==> src/rtl/sjf_pkg.sv <==
// Shared types and constants for the servo jog frame generator.
// No dependencies; imported by sjf_front, sjf_back and the top level.
`default_nettype none

package sjf_pkg;

  // Frame layout
  localparam int unsigned FRAME_LEN   = 6;
  localparam int unsigned SERVO_COUNT = 8;
  localparam int unsigned JOINTS      = 4;
  localparam int unsigned POS_W       = 13;

  localparam logic [7:0] FRAME_START  = 8'h80;
  localparam logic [7:0] CMD_SET_POS  = 8'h04;

  // Byte slots inside one frame
  localparam logic [2:0] SLOT_START = 3'd0;
  localparam logic [2:0] SLOT_DEV   = 3'd1;
  localparam logic [2:0] SLOT_CMD   = 3'd2;
  localparam logic [2:0] SLOT_SERVO = 3'd3;
  localparam logic [2:0] SLOT_POS_H = 3'd4;
  localparam logic [2:0] SLOT_POS_L = 3'd5;

  // One-hot action codes
  localparam logic [13:0] ACT_PUSH   = 14'd2;
  localparam logic [13:0] ACT_PULL   = 14'd4;
  localparam logic [13:0] ACT_LIFT   = 14'd8;
  localparam logic [13:0] ACT_DROP   = 14'd16;
  localparam logic [13:0] ACT_LEFT   = 14'd32;
  localparam logic [13:0] ACT_RIGHT  = 14'd64;
  localparam logic [13:0] ACT_ROT_L  = 14'd128;
  localparam logic [13:0] ACT_ROT_R  = 14'd256;

  // Operation codes
  localparam logic OP_JOG  = 1'b0;
  localparam logic OP_HOME = 1'b1;

  // Register addresses (word index)
  localparam logic [1:0] REG_STEP_SIZE = 2'd0;
  localparam logic [1:0] REG_POWER_THR = 2'd1;
  localparam logic [1:0] REG_DEVICE_ID = 2'd2;

  // Register reset values
  localparam logic [9:0] STEP_SIZE_RST = 10'd50;
  localparam logic [6:0] POWER_THR_RST = 7'd20;
  localparam logic [6:0] DEVICE_ID_RST = 7'd1;

  // Joint limits and reset positions
  localparam logic [POS_W-1:0] JOINT_MIN [JOINTS] = '{13'd1200, 13'd1750, 13'd1200, 13'd800};
  localparam logic [POS_W-1:0] JOINT_MAX [JOINTS] = '{13'd5200, 13'd4400, 13'd4600, 13'd4200};
  localparam logic [POS_W-1:0] JOINT_RST [JOINTS] = '{13'd3250, 13'd3000, 13'd2400, 13'd2600};

  // Center positions for the home sweep
  localparam logic [POS_W-1:0] CENTER_POS [8] = '{
    13'd3250, 13'd3000, 13'd2400, 13'd2600, 13'd1000, 13'd3000, 13'd3000, 13'd3000
  };

  // Command passed from the front end to the frame serializer
  typedef struct packed {
    logic             home;
    logic [1:0]       joint;
    logic [POS_W-1:0] pos;
  } cmd_t;

endpackage

`default_nettype wire

==> src/rtl/sjf_fifo.sv <==
// Small register-based FIFO holding commands between front and back end.
// Depends on nothing but its parameters.
`default_nettype none

module sjf_fifo #(
  parameter int unsigned WIDTH = 16,
  parameter int unsigned DEPTH = 4
) (
  input  wire logic             clk_i,
  input  wire logic             rst_ni,
  input  wire logic             push_i,
  input  wire logic [WIDTH-1:0] wdata_i,
  output logic                  full_o,
  input  wire logic             pop_i,
  output logic [WIDTH-1:0]      rdata_o,
  output logic                  empty_o
);

  localparam int unsigned PTR_W = (DEPTH > 1) ? $clog2(DEPTH) : 1;
  localparam int unsigned CNT_W = $clog2(DEPTH + 1);

  logic [WIDTH-1:0] mem_q [DEPTH];
  logic [PTR_W-1:0] wr_ptr_q, wr_ptr_d;
  logic [PTR_W-1:0] rd_ptr_q, rd_ptr_d;
  logic [CNT_W-1:0] cnt_q, cnt_d;
  logic             do_push, do_pop;

  assign full_o  = (cnt_q == CNT_W'(DEPTH));
  assign empty_o = (cnt_q == '0);
  assign do_push = push_i && !full_o;
  assign do_pop  = pop_i && !empty_o;
  assign rdata_o = mem_q[rd_ptr_q];

  // Pointer and fill count update
  always_comb begin
    wr_ptr_d = wr_ptr_q;
    rd_ptr_d = rd_ptr_q;
    cnt_d    = cnt_q;
    if (do_push) begin
      wr_ptr_d = (wr_ptr_q == PTR_W'(DEPTH - 1)) ? '0 : wr_ptr_q + 1'b1;
    end
    if (do_pop) begin
      rd_ptr_d = (rd_ptr_q == PTR_W'(DEPTH - 1)) ? '0 : rd_ptr_q + 1'b1;
    end
    if (do_push && !do_pop) begin
      cnt_d = cnt_q + 1'b1;
    end else if (do_pop && !do_push) begin
      cnt_d = cnt_q - 1'b1;
    end
  end

  always_ff @(posedge clk_i or negedge rst_ni) begin
    if (!rst_ni) begin
      wr_ptr_q <= '0;
      rd_ptr_q <= '0;
      cnt_q    <= '0;
    end else begin
      wr_ptr_q <= wr_ptr_d;
      rd_ptr_q <= rd_ptr_d;
      cnt_q    <= cnt_d;
    end
  end

  // Storage, no reset needed
  always_ff @(posedge clk_i) begin
    if (do_push) begin
      mem_q[wr_ptr_q] <= wdata_i;
    end
  end

endmodule

`default_nettype wire

==> src/rtl/sjf_front.sv <==
// Front end: accepts input beats, filters and decodes actions, updates
// joint positions and queues frame commands. Depends on sjf_pkg.
`default_nettype none

module sjf_front
  import sjf_pkg::*;
(
  input  wire logic        clk_i,
  input  wire logic        rst_ni,
  input  wire logic        in_valid_i,
  output logic             in_ready_o,
  input  wire logic        op_i,
  input  wire logic [13:0] action_i,
  input  wire logic [6:0]  power_i,
  input  wire logic [9:0]  step_size_i,
  input  wire logic [6:0]  power_thr_i,
  input  wire logic        q_full_i,
  output logic             q_push_o,
  output cmd_t             q_cmd_o
);

  logic [POS_W-1:0] pos_q [JOINTS];
  logic [POS_W-1:0] pos_d [JOINTS];
  logic             accept;
  logic             known;
  logic [1:0]       joint;
  logic             up;
  logic [POS_W-1:0] cur_pos;
  logic [POS_W:0]   pos_up_sum;
  logic [POS_W:0]   min_plus_step;
  logic             can_move;
  logic [POS_W-1:0] new_pos;

  assign in_ready_o = !q_full_i;
  assign accept     = in_valid_i && in_ready_o;

  // Action decode: joint and direction
  always_comb begin
    known = 1'b1;
    joint = 2'd0;
    up    = 1'b0;
    case (action_i)
      ACT_RIGHT: begin joint = 2'd0; up = 1'b1; end
      ACT_LEFT:  begin joint = 2'd0; up = 1'b0; end
      ACT_PULL:  begin joint = 2'd1; up = 1'b1; end
      ACT_PUSH:  begin joint = 2'd1; up = 1'b0; end
      ACT_LIFT:  begin joint = 2'd2; up = 1'b1; end
      ACT_DROP:  begin joint = 2'd2; up = 1'b0; end
      ACT_ROT_R: begin joint = 2'd3; up = 1'b1; end
      ACT_ROT_L: begin joint = 2'd3; up = 1'b0; end
      default:   known = 1'b0;
    endcase
  end

  // Limit check and stepped position
  assign cur_pos       = pos_q[joint];
  assign pos_up_sum    = {1'b0, cur_pos} + (POS_W+1)'(step_size_i);
  assign min_plus_step = {1'b0, JOINT_MIN[joint]} + (POS_W+1)'(step_size_i);
  assign can_move      = up ? (pos_up_sum <= {1'b0, JOINT_MAX[joint]})
                            : ({1'b0, cur_pos} >= min_plus_step);
  always_comb begin
    new_pos = cur_pos;
    if (can_move) begin
      new_pos = up ? pos_up_sum[POS_W-1:0] : cur_pos - POS_W'(step_size_i);
    end
  end

  // Queue a command for every beat that produces a frame
  always_comb begin
    q_push_o      = 1'b0;
    q_cmd_o.home  = 1'b0;
    q_cmd_o.joint = joint;
    q_cmd_o.pos   = new_pos;
    for (int j = 0; j < JOINTS; j++) begin
      pos_d[j] = pos_q[j];
    end
    if (accept) begin
      if (op_i == OP_HOME) begin
        q_push_o     = 1'b1;
        q_cmd_o.home = 1'b1;
      end else if (power_i >= power_thr_i && known) begin
        q_push_o     = 1'b1;
        pos_d[joint] = new_pos;
      end
    end
  end

  always_ff @(posedge clk_i or negedge rst_ni) begin
    if (!rst_ni) begin
      for (int j = 0; j < JOINTS; j++) begin
        pos_q[j] <= JOINT_RST[j];
      end
    end else begin
      for (int j = 0; j < JOINTS; j++) begin
        pos_q[j] <= pos_d[j];
      end
    end
  end

`ifndef NO_ASSERTIONS
  // Positions never leave their limits
  a_pos_in_range: assert property (@(posedge clk_i) disable iff (!rst_ni)
    (pos_q[0] >= JOINT_MIN[0]) && (pos_q[0] <= JOINT_MAX[0]) &&
    (pos_q[1] >= JOINT_MIN[1]) && (pos_q[1] <= JOINT_MAX[1]) &&
    (pos_q[2] >= JOINT_MIN[2]) && (pos_q[2] <= JOINT_MAX[2]) &&
    (pos_q[3] >= JOINT_MIN[3]) && (pos_q[3] <= JOINT_MAX[3]))
    else $error("joint position out of limits");

  // No push into a full queue
  a_no_push_full: assert property (@(posedge clk_i) disable iff (!rst_ni)
    q_push_o |-> !q_full_i)
    else $error("push into full queue");

  // A home beat leaves every position unchanged
  a_home_keeps_pos: assert property (@(posedge clk_i) disable iff (!rst_ni)
    (accept && op_i == OP_HOME) |=>
      ($stable(pos_q[0]) && $stable(pos_q[1]) && $stable(pos_q[2]) && $stable(pos_q[3])))
    else $error("home beat changed a joint position");
`endif

endmodule

`default_nettype wire

==> src/rtl/sjf_back.sv <==
// Back end: serializes queued commands into six-byte servo frames,
// one byte per beat, through a registered output stage. Depends on sjf_pkg.
`default_nettype none

module sjf_back
  import sjf_pkg::*;
(
  input  wire logic       clk_i,
  input  wire logic       rst_ni,
  input  wire logic       q_empty_i,
  input  wire cmd_t       q_cmd_i,
  output logic            q_pop_o,
  input  wire logic [6:0] device_id_i,
  output logic            out_valid_o,
  input  wire logic       out_ready_i,
  output logic [7:0]      out_byte_o,
  output logic            out_last_o
);

  logic [2:0]       slot_q, slot_d;
  logic [2:0]       servo_q, servo_d;
  logic             valid_q, valid_d;
  logic [7:0]       byte_q, byte_d;
  logic             last_q, last_d;
  logic             advance;
  logic             frame_end;
  logic             sweep_end;
  logic [2:0]       servo_num;
  logic [POS_W-1:0] pos;
  logic [7:0]       next_byte;

  assign advance    = !q_empty_i && (!valid_q || out_ready_i);
  assign frame_end  = (slot_q == SLOT_POS_L);
  assign sweep_end  = !q_cmd_i.home || (servo_q == 3'(SERVO_COUNT - 1));
  assign servo_num  = q_cmd_i.home ? servo_q : {1'b0, q_cmd_i.joint};
  assign pos        = q_cmd_i.home ? CENTER_POS[servo_q] : q_cmd_i.pos;
  assign q_pop_o    = advance && frame_end && sweep_end;

  // Byte for the current frame slot
  always_comb begin
    case (slot_q)
      SLOT_START: next_byte = FRAME_START;
      SLOT_DEV:   next_byte = {1'b0, device_id_i};
      SLOT_CMD:   next_byte = CMD_SET_POS;
      SLOT_SERVO: next_byte = {5'd0, servo_num};
      SLOT_POS_H: next_byte = {2'd0, pos[12:7]};
      SLOT_POS_L: next_byte = {1'b0, pos[6:0]};
      default:    next_byte = 8'd0;
    endcase
  end

  // Slot and servo counters, output register
  always_comb begin
    slot_d  = slot_q;
    servo_d = servo_q;
    valid_d = valid_q;
    byte_d  = byte_q;
    last_d  = last_q;
    if (valid_q && out_ready_i) begin
      valid_d = 1'b0;
    end
    if (advance) begin
      valid_d = 1'b1;
      byte_d  = next_byte;
      last_d  = frame_end && sweep_end;
      if (frame_end) begin
        slot_d  = SLOT_START;
        servo_d = sweep_end ? 3'd0 : servo_q + 3'd1;
      end else begin
        slot_d = slot_q + 3'd1;
      end
    end
  end

  always_ff @(posedge clk_i or negedge rst_ni) begin
    if (!rst_ni) begin
      slot_q  <= SLOT_START;
      servo_q <= 3'd0;
      valid_q <= 1'b0;
      last_q  <= 1'b0;
    end else begin
      slot_q  <= slot_d;
      servo_q <= servo_d;
      valid_q <= valid_d;
      last_q  <= last_d;
    end
  end

  always_ff @(posedge clk_i) begin
    byte_q <= byte_d;
  end

  assign out_valid_o = valid_q;
  assign out_byte_o  = byte_q;
  assign out_last_o  = last_q;

`ifndef NO_ASSERTIONS
  // Slot counter stays inside the frame
  a_slot_range: assert property (@(posedge clk_i) disable iff (!rst_ni)
    slot_q <= SLOT_POS_L)
    else $error("frame slot out of range");

  // Servo counter only runs during a home sweep
  a_servo_range: assert property (@(posedge clk_i) disable iff (!rst_ni)
    (servo_q != 3'd0) |-> (!q_empty_i && q_cmd_i.home))
    else $error("servo counter active outside home sweep");

  // A frame always begins with the start byte
  a_frame_start: assert property (@(posedge clk_i) disable iff (!rst_ni)
    (advance && slot_q == SLOT_START) |=> (byte_q == FRAME_START))
    else $error("frame does not begin with start byte");

  // Popping happens only on the last byte of a command
  a_pop_on_last: assert property (@(posedge clk_i) disable iff (!rst_ni)
    q_pop_o |=> (valid_q && last_q))
    else $error("queue popped without a last byte");
`endif

endmodule

`default_nettype wire

==> src/rtl/servo_jog_frame_generator.sv <==
// Top level of the servo jog frame generator: APB register block, front end,
// command queue and frame serializer. Depends on sjf_pkg, sjf_front, sjf_fifo, sjf_back.
`default_nettype none

// Each input beat on the slave stream is a jog event (tuser = 0) or a home
// request (tuser = 1). A jog event with enough power and a known one-hot
// action steps one of four joints, within its limits, and yields one
// six-byte servo frame: 6 output beats. A home request yields one center
// frame for each of the 8 servos: 48 output beats. Events that are too weak
// or carry an unknown action yield nothing. The frame serializer emits one
// byte per cycle while the output is ready and the queue is not empty; the
// front end takes one beat per cycle while its 4-entry command queue has room,
// and the last byte of each event's output carries tlast. Registers (APB,
// byte address): 0x0 step_size, 0x4 power_threshold, 0x8 device_id.
module servo_jog_frame_generator
  import sjf_pkg::*;
(
  input  wire logic        clk_i,
  input  wire logic        rst_ni,
  // APB configuration port
  input  wire logic        psel,
  input  wire logic        penable,
  input  wire logic        pwrite,
  input  wire logic [3:0]  paddr,
  input  wire logic [31:0] pwdata,
  output logic [31:0]      prdata,
  output logic             pready,
  // Input stream
  input  wire logic        s_axis_tvalid,
  output logic             s_axis_tready,
  input  wire logic [23:0] s_axis_tdata,   // [13:0] action, [20:14] power, [23:21] zero
  input  wire logic        s_axis_tuser,   // [0] op
  // Output stream
  output logic             m_axis_tvalid,
  input  wire logic        m_axis_tready,
  output logic [7:0]       m_axis_tdata,   // [7:0] tx_byte
  output logic             m_axis_tlast
);

  localparam int unsigned QUEUE_DEPTH = 4;

  logic [9:0] step_size_q;
  logic [6:0] power_thr_q;
  logic [6:0] device_id_q;
  logic       cfg_wr;
  logic [1:0] cfg_idx;

  logic       q_push, q_pop, q_full, q_empty;
  cmd_t       q_wcmd, q_rcmd;

  // Configuration registers
  assign pready  = 1'b1;
  assign cfg_wr  = psel && penable && pwrite && pready;
  assign cfg_idx = paddr[3:2];

  always_ff @(posedge clk_i or negedge rst_ni) begin
    if (!rst_ni) begin
      step_size_q <= STEP_SIZE_RST;
      power_thr_q <= POWER_THR_RST;
      device_id_q <= DEVICE_ID_RST;
    end else if (cfg_wr) begin
      case (cfg_idx)
        REG_STEP_SIZE: step_size_q <= pwdata[9:0];
        REG_POWER_THR: power_thr_q <= pwdata[6:0];
        REG_DEVICE_ID: device_id_q <= pwdata[6:0];
        default: ;
      endcase
    end
  end

  // Register readback
  always_comb begin
    case (cfg_idx)
      REG_STEP_SIZE: prdata = {22'd0, step_size_q};
      REG_POWER_THR: prdata = {25'd0, power_thr_q};
      REG_DEVICE_ID: prdata = {25'd0, device_id_q};
      default:       prdata = 32'd0;
    endcase
  end

  sjf_front u_front (
    .clk_i       (clk_i),
    .rst_ni      (rst_ni),
    .in_valid_i  (s_axis_tvalid),
    .in_ready_o  (s_axis_tready),
    .op_i        (s_axis_tuser),
    .action_i    (s_axis_tdata[13:0]),
    .power_i     (s_axis_tdata[20:14]),
    .step_size_i (step_size_q),
    .power_thr_i (power_thr_q),
    .q_full_i    (q_full),
    .q_push_o    (q_push),
    .q_cmd_o     (q_wcmd)
  );

  sjf_fifo #(
    .WIDTH ($bits(cmd_t)),
    .DEPTH (QUEUE_DEPTH)
  ) u_queue (
    .clk_i   (clk_i),
    .rst_ni  (rst_ni),
    .push_i  (q_push),
    .wdata_i (q_wcmd),
    .full_o  (q_full),
    .pop_i   (q_pop),
    .rdata_o (q_rcmd),
    .empty_o (q_empty)
  );

  sjf_back u_back (
    .clk_i       (clk_i),
    .rst_ni      (rst_ni),
    .q_empty_i   (q_empty),
    .q_cmd_i     (q_rcmd),
    .q_pop_o     (q_pop),
    .device_id_i (device_id_q),
    .out_valid_o (m_axis_tvalid),
    .out_ready_i (m_axis_tready),
    .out_byte_o  (m_axis_tdata),
    .out_last_o  (m_axis_tlast)
  );

endmodule

`default_nettype wire
==> config.mk <==
export PLATFORM = sky130hd
export DESIGN_NAME = servo_jog_frame_generator
export DESIGN_NICKNAME = d
export VERILOG_FILES = /design/src/rtl/sjf_pkg.sv /design/src/rtl/sjf_fifo.sv /design/src/rtl/sjf_front.sv /design/src/rtl/sjf_back.sv /design/src/rtl/servo_jog_frame_generator.sv
export SDC_FILE = /design/constraint.sdc
export NUM_CORES = 1
export LEC_CHECK = 0
export CAP_MARGIN = 20
export CORE_ASPECT_RATIO = 0.75
export CORE_UTILIZATION = 35
export CTS_CLUSTER_SIZE = 24
export DETAILED_ROUTE_END_ITERATION = 16
export DONT_BUFFER_PORTS = 1
export GPL_ROUTABILITY_DRIVEN = 0
export PLACE_DENSITY_LB_ADDON = 0.1
export SYNTH_ARGS = -nofsm -noshare
export SYNTH_HDL_FRONTEND = slang
export SYNTH_SLANG_ARGS = --single-unit
==> constraint.sdc <==
create_clock -name clk_i -period 4.2 [get_ports clk_i]
set_clock_uncertainty 0.05 [all_clocks]
set_input_delay 0.84 -clock clk_i [delete_from_list [all_inputs] [get_ports clk_i]]
set_output_delay 0.84 -clock clk_i [all_outputs]
set_load 0.03 [all_outputs]
Word level (Yosys, flattened, before mapping)
Memories as Yosys holds them, arrays and structs flattened.
Cells that the tools add are included.
- add/subtract/negate cells: 9
- order comparisons: 6
- eq/ne operators: 19
- mux-type cells: 39
- bitwise logic cells: 3
- reductions and logical operators: 37
- operators with widths (kind ; number):
    $mux W13 ; 12
    $bmux W13 S2 ; 3
    $bwmux W52 ; 1
    $pmux W8 S6 ; 1
    $pmux W10 S3 ; 1
    $add A13 B10 Y14 ; 2
    $demux W13 S2 ; 1
    $mux W3 ; 5
    $eq A14 B2 Y1 const B ; 1
    $eq A14 B3 Y1 const B ; 1
    $eq A14 B4 Y1 const B ; 1
    $eq A14 B5 Y1 const B ; 1
    $eq A14 B6 Y1 const B ; 1
    $eq A14 B7 Y1 const B ; 1
    $eq A14 B8 Y1 const B ; 1
    $eq A14 B9 Y1 const B ; 1
    $ge A13 B14 Y1 ; 1
    $le A14 B13 Y1 ; 1
    $logic_and A1 B1 Y1 ; 14
    $sub A13 B10 Y13 ; 1
    $eq A3 B3 Y1 const B ; 4
    $mux W1 ; 12
    $add A3 B1 Y3 const B ; 3
    $reduce_and A2 Y1 ; 4
    24 further kinds ; 39
- flip-flop bits (word level): 99
- RAM bits: 64
- bits in read-only memories: 104
- bits of input ports: 68
- output and inout bits: 44
- word-level logic and storage cells: 130
- memories kept: 2
- memories (memory ; depth ; bits a word ; rd ports ; clocked after Yosys merged registers in ; write ports ; line ; source):
    (name not given) ; 8 ; 13 ; 1 ; 0 ; 0 ; sjf_back.sv:36 ; assign pos = q_cmd_i.home ? CENTER_POS[servo_q] : q_cmd_i.pos;
    u_queue.mem_q ; 4 ; 16 ; 1 ; 0 ; 1 ; sjf_fifo.sv:22 ; logic [WIDTH-1:0] mem_q [DEPTH];

Logic depth before layout (Yosys ltp)
- depth in word-level cells: 12
- mapped depth: 29
- gate-level depth less buffers: 26

Hierarchy
Synthesis repeated with hierarchy kept, for this count alone.
- cell total of the unflattened synthesis: 848
- area total of the unflattened synthesis: 10100.9 µm²
- by module, submodules not included (module ; instances ; cells each ; area an instance (µm²) ; sequential area each (µm²)):
    sjf_front ; 1 ; 518 ; 4947.2 ; 1327.5
    sjf_fifo ; 1 ; 121 ; 2771.4 ; 2097.0
    servo_jog_frame_generator ; 1 ; 106 ; 1325.0 ; 608.1
    sjf_back ; 1 ; 103 ; 1057.3 ; 440.4

Worst setup path after synthesis
OpenSTA, ideal clock, no wires.
- path type: input port to flip-flop
- from: input port s_axis_tdata[4]
- to: memory u_queue.mem_q[0][10] (data pin)
- library setup time: 0.279 ns
- arrival time: 6.104 ns
- data required time: 3.871 ns
- setup slack: -2.232 ns
- cell stages on the path: 26
- buffers on the path: 3
- path through: buf_2 nor4b_1 a211oi_2 nor2_8 buf_1 ha_1 inv_1 ha_1 nand2_1 o21bai_1 a21oi_1 nor2_1 o21a_1 o21ai_0 a21oi_1 o21a_1 or2_2 ha_1 o21a_1 o211ai_1 a21oi_1 a2111o_1 clkbuf_1 nand3_1 mux2i_1 nor2_1
- RTL lines (what ; line ; source):
    start: declaration ; servo_jog_frame_generator.sv:31 ; input wire logic [23:0] s_axis_tdata,
    end: declaration ; sjf_fifo.sv:22 ;

==> results.toml <==
[cells_and_area]
diodes = 0
nNetsFinal = 1366
stdcell_count = 1644
n_fill_cell = 2911
regArea_mm2 = 0.00447
drive_above_1_share_pct = 32.4
area_growth_syn_to_layout_pct = 26.4
multi_input_area_mm2 = 0.00668

[pwr]
pwr-share-comb_pct = 32.0
p_switching_uw = 2000
p_total_uw = 5470
clkPwrFrac_pct = 27.9
p_per_area_mw_per_mm2 = 389
p_sw_share_pct = 36.6
peakVddDrop_mv = 0.191
seqPwrFrac_pct = 40.1
p_leak_uw = 0.00552
p_int_uw = 3470

[floorplanning]
core_mm2 = 0.0313
rows = 56
die_w_um = 208
ios = 112
start_util_pct = 35.6
dieArea_mm2 = 0.0325
dieHeight_um = 156

[sta]
hold_violations = 0
grt_setup_unrepaired = "true"
setup_slack_ns = -1.14
fin_hold_ws_ns = 0.0319
finalSetupViolCount = 104
slew_violations = 0
finalCritPeriodShare_pct = 127
fin_crit_ns = 5.34
slew_headroom_pct = 28.5
worst_pin_slew_ns = 1.07
clock.fmax_mhz = 187
fin_setup_tns_ns = -109.47

[place]
hpwl_mm = 26.4
dpl_worst_slack_ns = -1.70
dp_cells = 1606
portBuffers = 0

[clocking]
cts_tree = "done"
clock-root-buffer = "clkbuf_16"
cts_made_buffers = 17
clock-sinks = 163
clock_path_buffers = 2
htreeDepth = 4
hold_buffers = 0
clk_pin_slew_worst_paths_ns = 0.07
clock_latency_ns = 0.46

[drt]
wl_per_cell_um = 21.1
drtPass1Iterations = 5
vias = 8689
postRouteAntennaNets = 0
wirelength_mm = 34.8
drtIter0Drc = 637
viasPerCell = 5.29
drc = 0

[worst_setup_path]
crit_path_start_kind = "input pin"
crit_path_end_kind = "register"
rr_worst_depth = 22
r2r_start = "u_front.pos_q[40]"
worstSetupPathType = "in2reg"
worstPathRequired_ns = 4.34
ff2ff_setup_slack_ns = -0.40
worst_ep_arrival_time_ns = 5.48
timing.rr.end = "u_queue.mem_q[1][11]"
cp_max_fo = 9

[yosys]
synthTopCellsByArea = "edfxtp_1 19%, dfrtp_1 14%, mux2i_1 8.2%"
yosysTopAreaCell = "edfxtp_1"
yosysSeqAreaShare_pct = 40.2
synth_cell_types = 78
synth_edf_count = 72
yosysWarnings = 0
ys_ff_latch = 163
yosys.area.top_type_share_pct = 19.4
synthCells = 1066
netlist_area_mm2 = 0.0111
avgSynthCellArea_um2 = 10.4
synthFlopType = "edfxtp_1"
async_reset_ff_share_pct = 55.8

[grt]
globalRouteTotalUtil_pct = 22.0
antenna_found_initial = 0
grt_pass1_vias = 8418
grt_pass1_wl_mm = 52.9
grt_overflow = 0
grt_max_degree = 92

[status]
violations = "negative setup slack"
status = "finished, violations left"

[flow_run]
cap_violations = 0

[worst_hold_path]
hp-class = "in2async"
## power by group through the flow
stage	combinational (uW)	sequential, uW	clock [uW]
3_3_place_gp	1710	2220	0
3_5_place_dp	1720	2220	0
4_1_cts	1750	2190	1570
6_report	1750	2190	1520
2_1_floorplan	1190	2140	0
5_1_grt	1940	2230	1630
## how the worst max path moves through the flow
stage,cells after the start,from,to,slack [ns]
final,22,s_axis_tdata[11],u_queue.mem_q[1][11],-1.14
after global routing,26,s_axis_tdata[11],u_queue.mem_q[1][10],-1.40
after CTS,27,s_axis_tdata[12],u_queue.mem_q[1][11],-1.09
after detailed placement,25,s_axis_tdata[12],u_queue.mem_q[3][9],-1.70
after global placement,25,s_axis_tdata[12],u_queue.mem_q[0][8],-1.69
after floorplan,24,s_axis_tdata[4],u_queue.mem_q[0][11],-1.39
## flip-flops by register name, indices dropped and copies added, names as in the netlist
signal / cells
u_queue.mem_q: 64
device_id_q: 7
u_back.out_last_o: 1
u_queue.rd_ptr_q: 2
u_back.slot_q: 3
u_queue.cnt_q: 3
u_back.out_byte_o: 8
power_thr_q: 7
u_front.pos_q: 52
step_size_q: 10
u_back.out_valid_o: 1
u_queue.wr_ptr_q: 2
u_back.servo_q: 3
## through the flow
stage	instance area (um^2)	util (%)
after floorplan	11600	-
after global placement	13200	42.1
after detailed placement	13200	42.1
after CTS	13900	44.5
after global routing	14000	45.0
final	14000	45.0
## worst max-delay path: stages
cell	delay [ns]
nor4_4	0.35
nand4_1	0.13
buf_4	0.18
nor2_8	0.15
buf_12	0.16
buf_4	0.13
mux2i_4	0.35
ha_4	0.27
or2_2	0.27
o211ai_1	0.20
a31oi_1	0.16
buf_4	0.16
xnor2_1	0.12
ha_1	0.33
nand2_1	0.08
nor4_2	0.29
a211oi_2	0.11
nor3_2	0.29
a32oi_4	0.16
nand3_4	0.12
or3b_4	0.43
xnor2_4	0.18
## Yosys cell counts (7+ instances only)
master      n
mux2i_1    91
buf_2      14
or3_1      42
buf_4      26
nor2_1     58
dfrtp_1    64
o2111ai_1   7
and2_1     15
a21oi_1    57
o31ai_1     9
inv_1      58
clkbuf_1   26
o211ai_1   45
ha_1       70
a31oi_1    10
edfxtp_1   72
mux4_2     17
o21ai_0    46
nand2_1    77
nor4_1      8
a21o_1     10
dfstp_2    27
mux2_2     26
nor3_1     18
xnor2_1    24
nand3_1    19
xor2_1     16
## layout by cell type (no fill, tap or decap), types with 10 or more instances in the layout
cell type    n
mux2_2      26
or3_1       42
o21ai_0     42
conb_1      23
nand2_1     76
mux2i_1     71
clkbuf_16   18
a21o_1      10
mux4_2      17
xnor2_1     23
mux2i_4     13
xor2_1      15
nor3_1      15
edfxtp_1    72
ha_1        63
nor2_1      57
and2_1      13
dfrtp_1     64
dfstp_2     27
nand3_1     16
inv_1       56
a21oi_1     45
buf_4      175
o211ai_1    45
## metal layers
metal	share of wire [%]	track usage, %	vias up
met2	40	29.9	208
met4	0.96	5.61	0
met3	4.6	4.25	20
met1	54	34.7	4240
li1	-	-	4221
met5	0	0	-
## kinds of logic after synthesis
| logic type | synth area share [%] |
|---|---|
| AOI/OAI and AO/OA | 14.1 |
| xor gates and xnor gates | 3.15 |
| adders and majority gates | 8.42 |
| buffers and inverters | 5.71 |
| DFF | 40.2 |
| muxes | 14.5 |
| other | 0.0675 |
| and+or+nand+nor | 13.8 |
## layout make-up
type                    count  share of cell area [%]
multi-input cells         790                    47.6
flip-flops and latches    163                    31.8
clock buffers              17                    3.03
well taps                 406                    3.62
clock inverters            15                   0.989
inverters                  61                    1.65
repair buffers            192                    11.3
## repair_timing
action                                  in CTS  in global routing
gates cloned                                 0                  1
endpoints found under the setup margin     104                104
pin swaps                                    4                  5
gates resized for setup                     29                 16
buffers inserted                             1                  3
(Power assumes the default switching activity.)
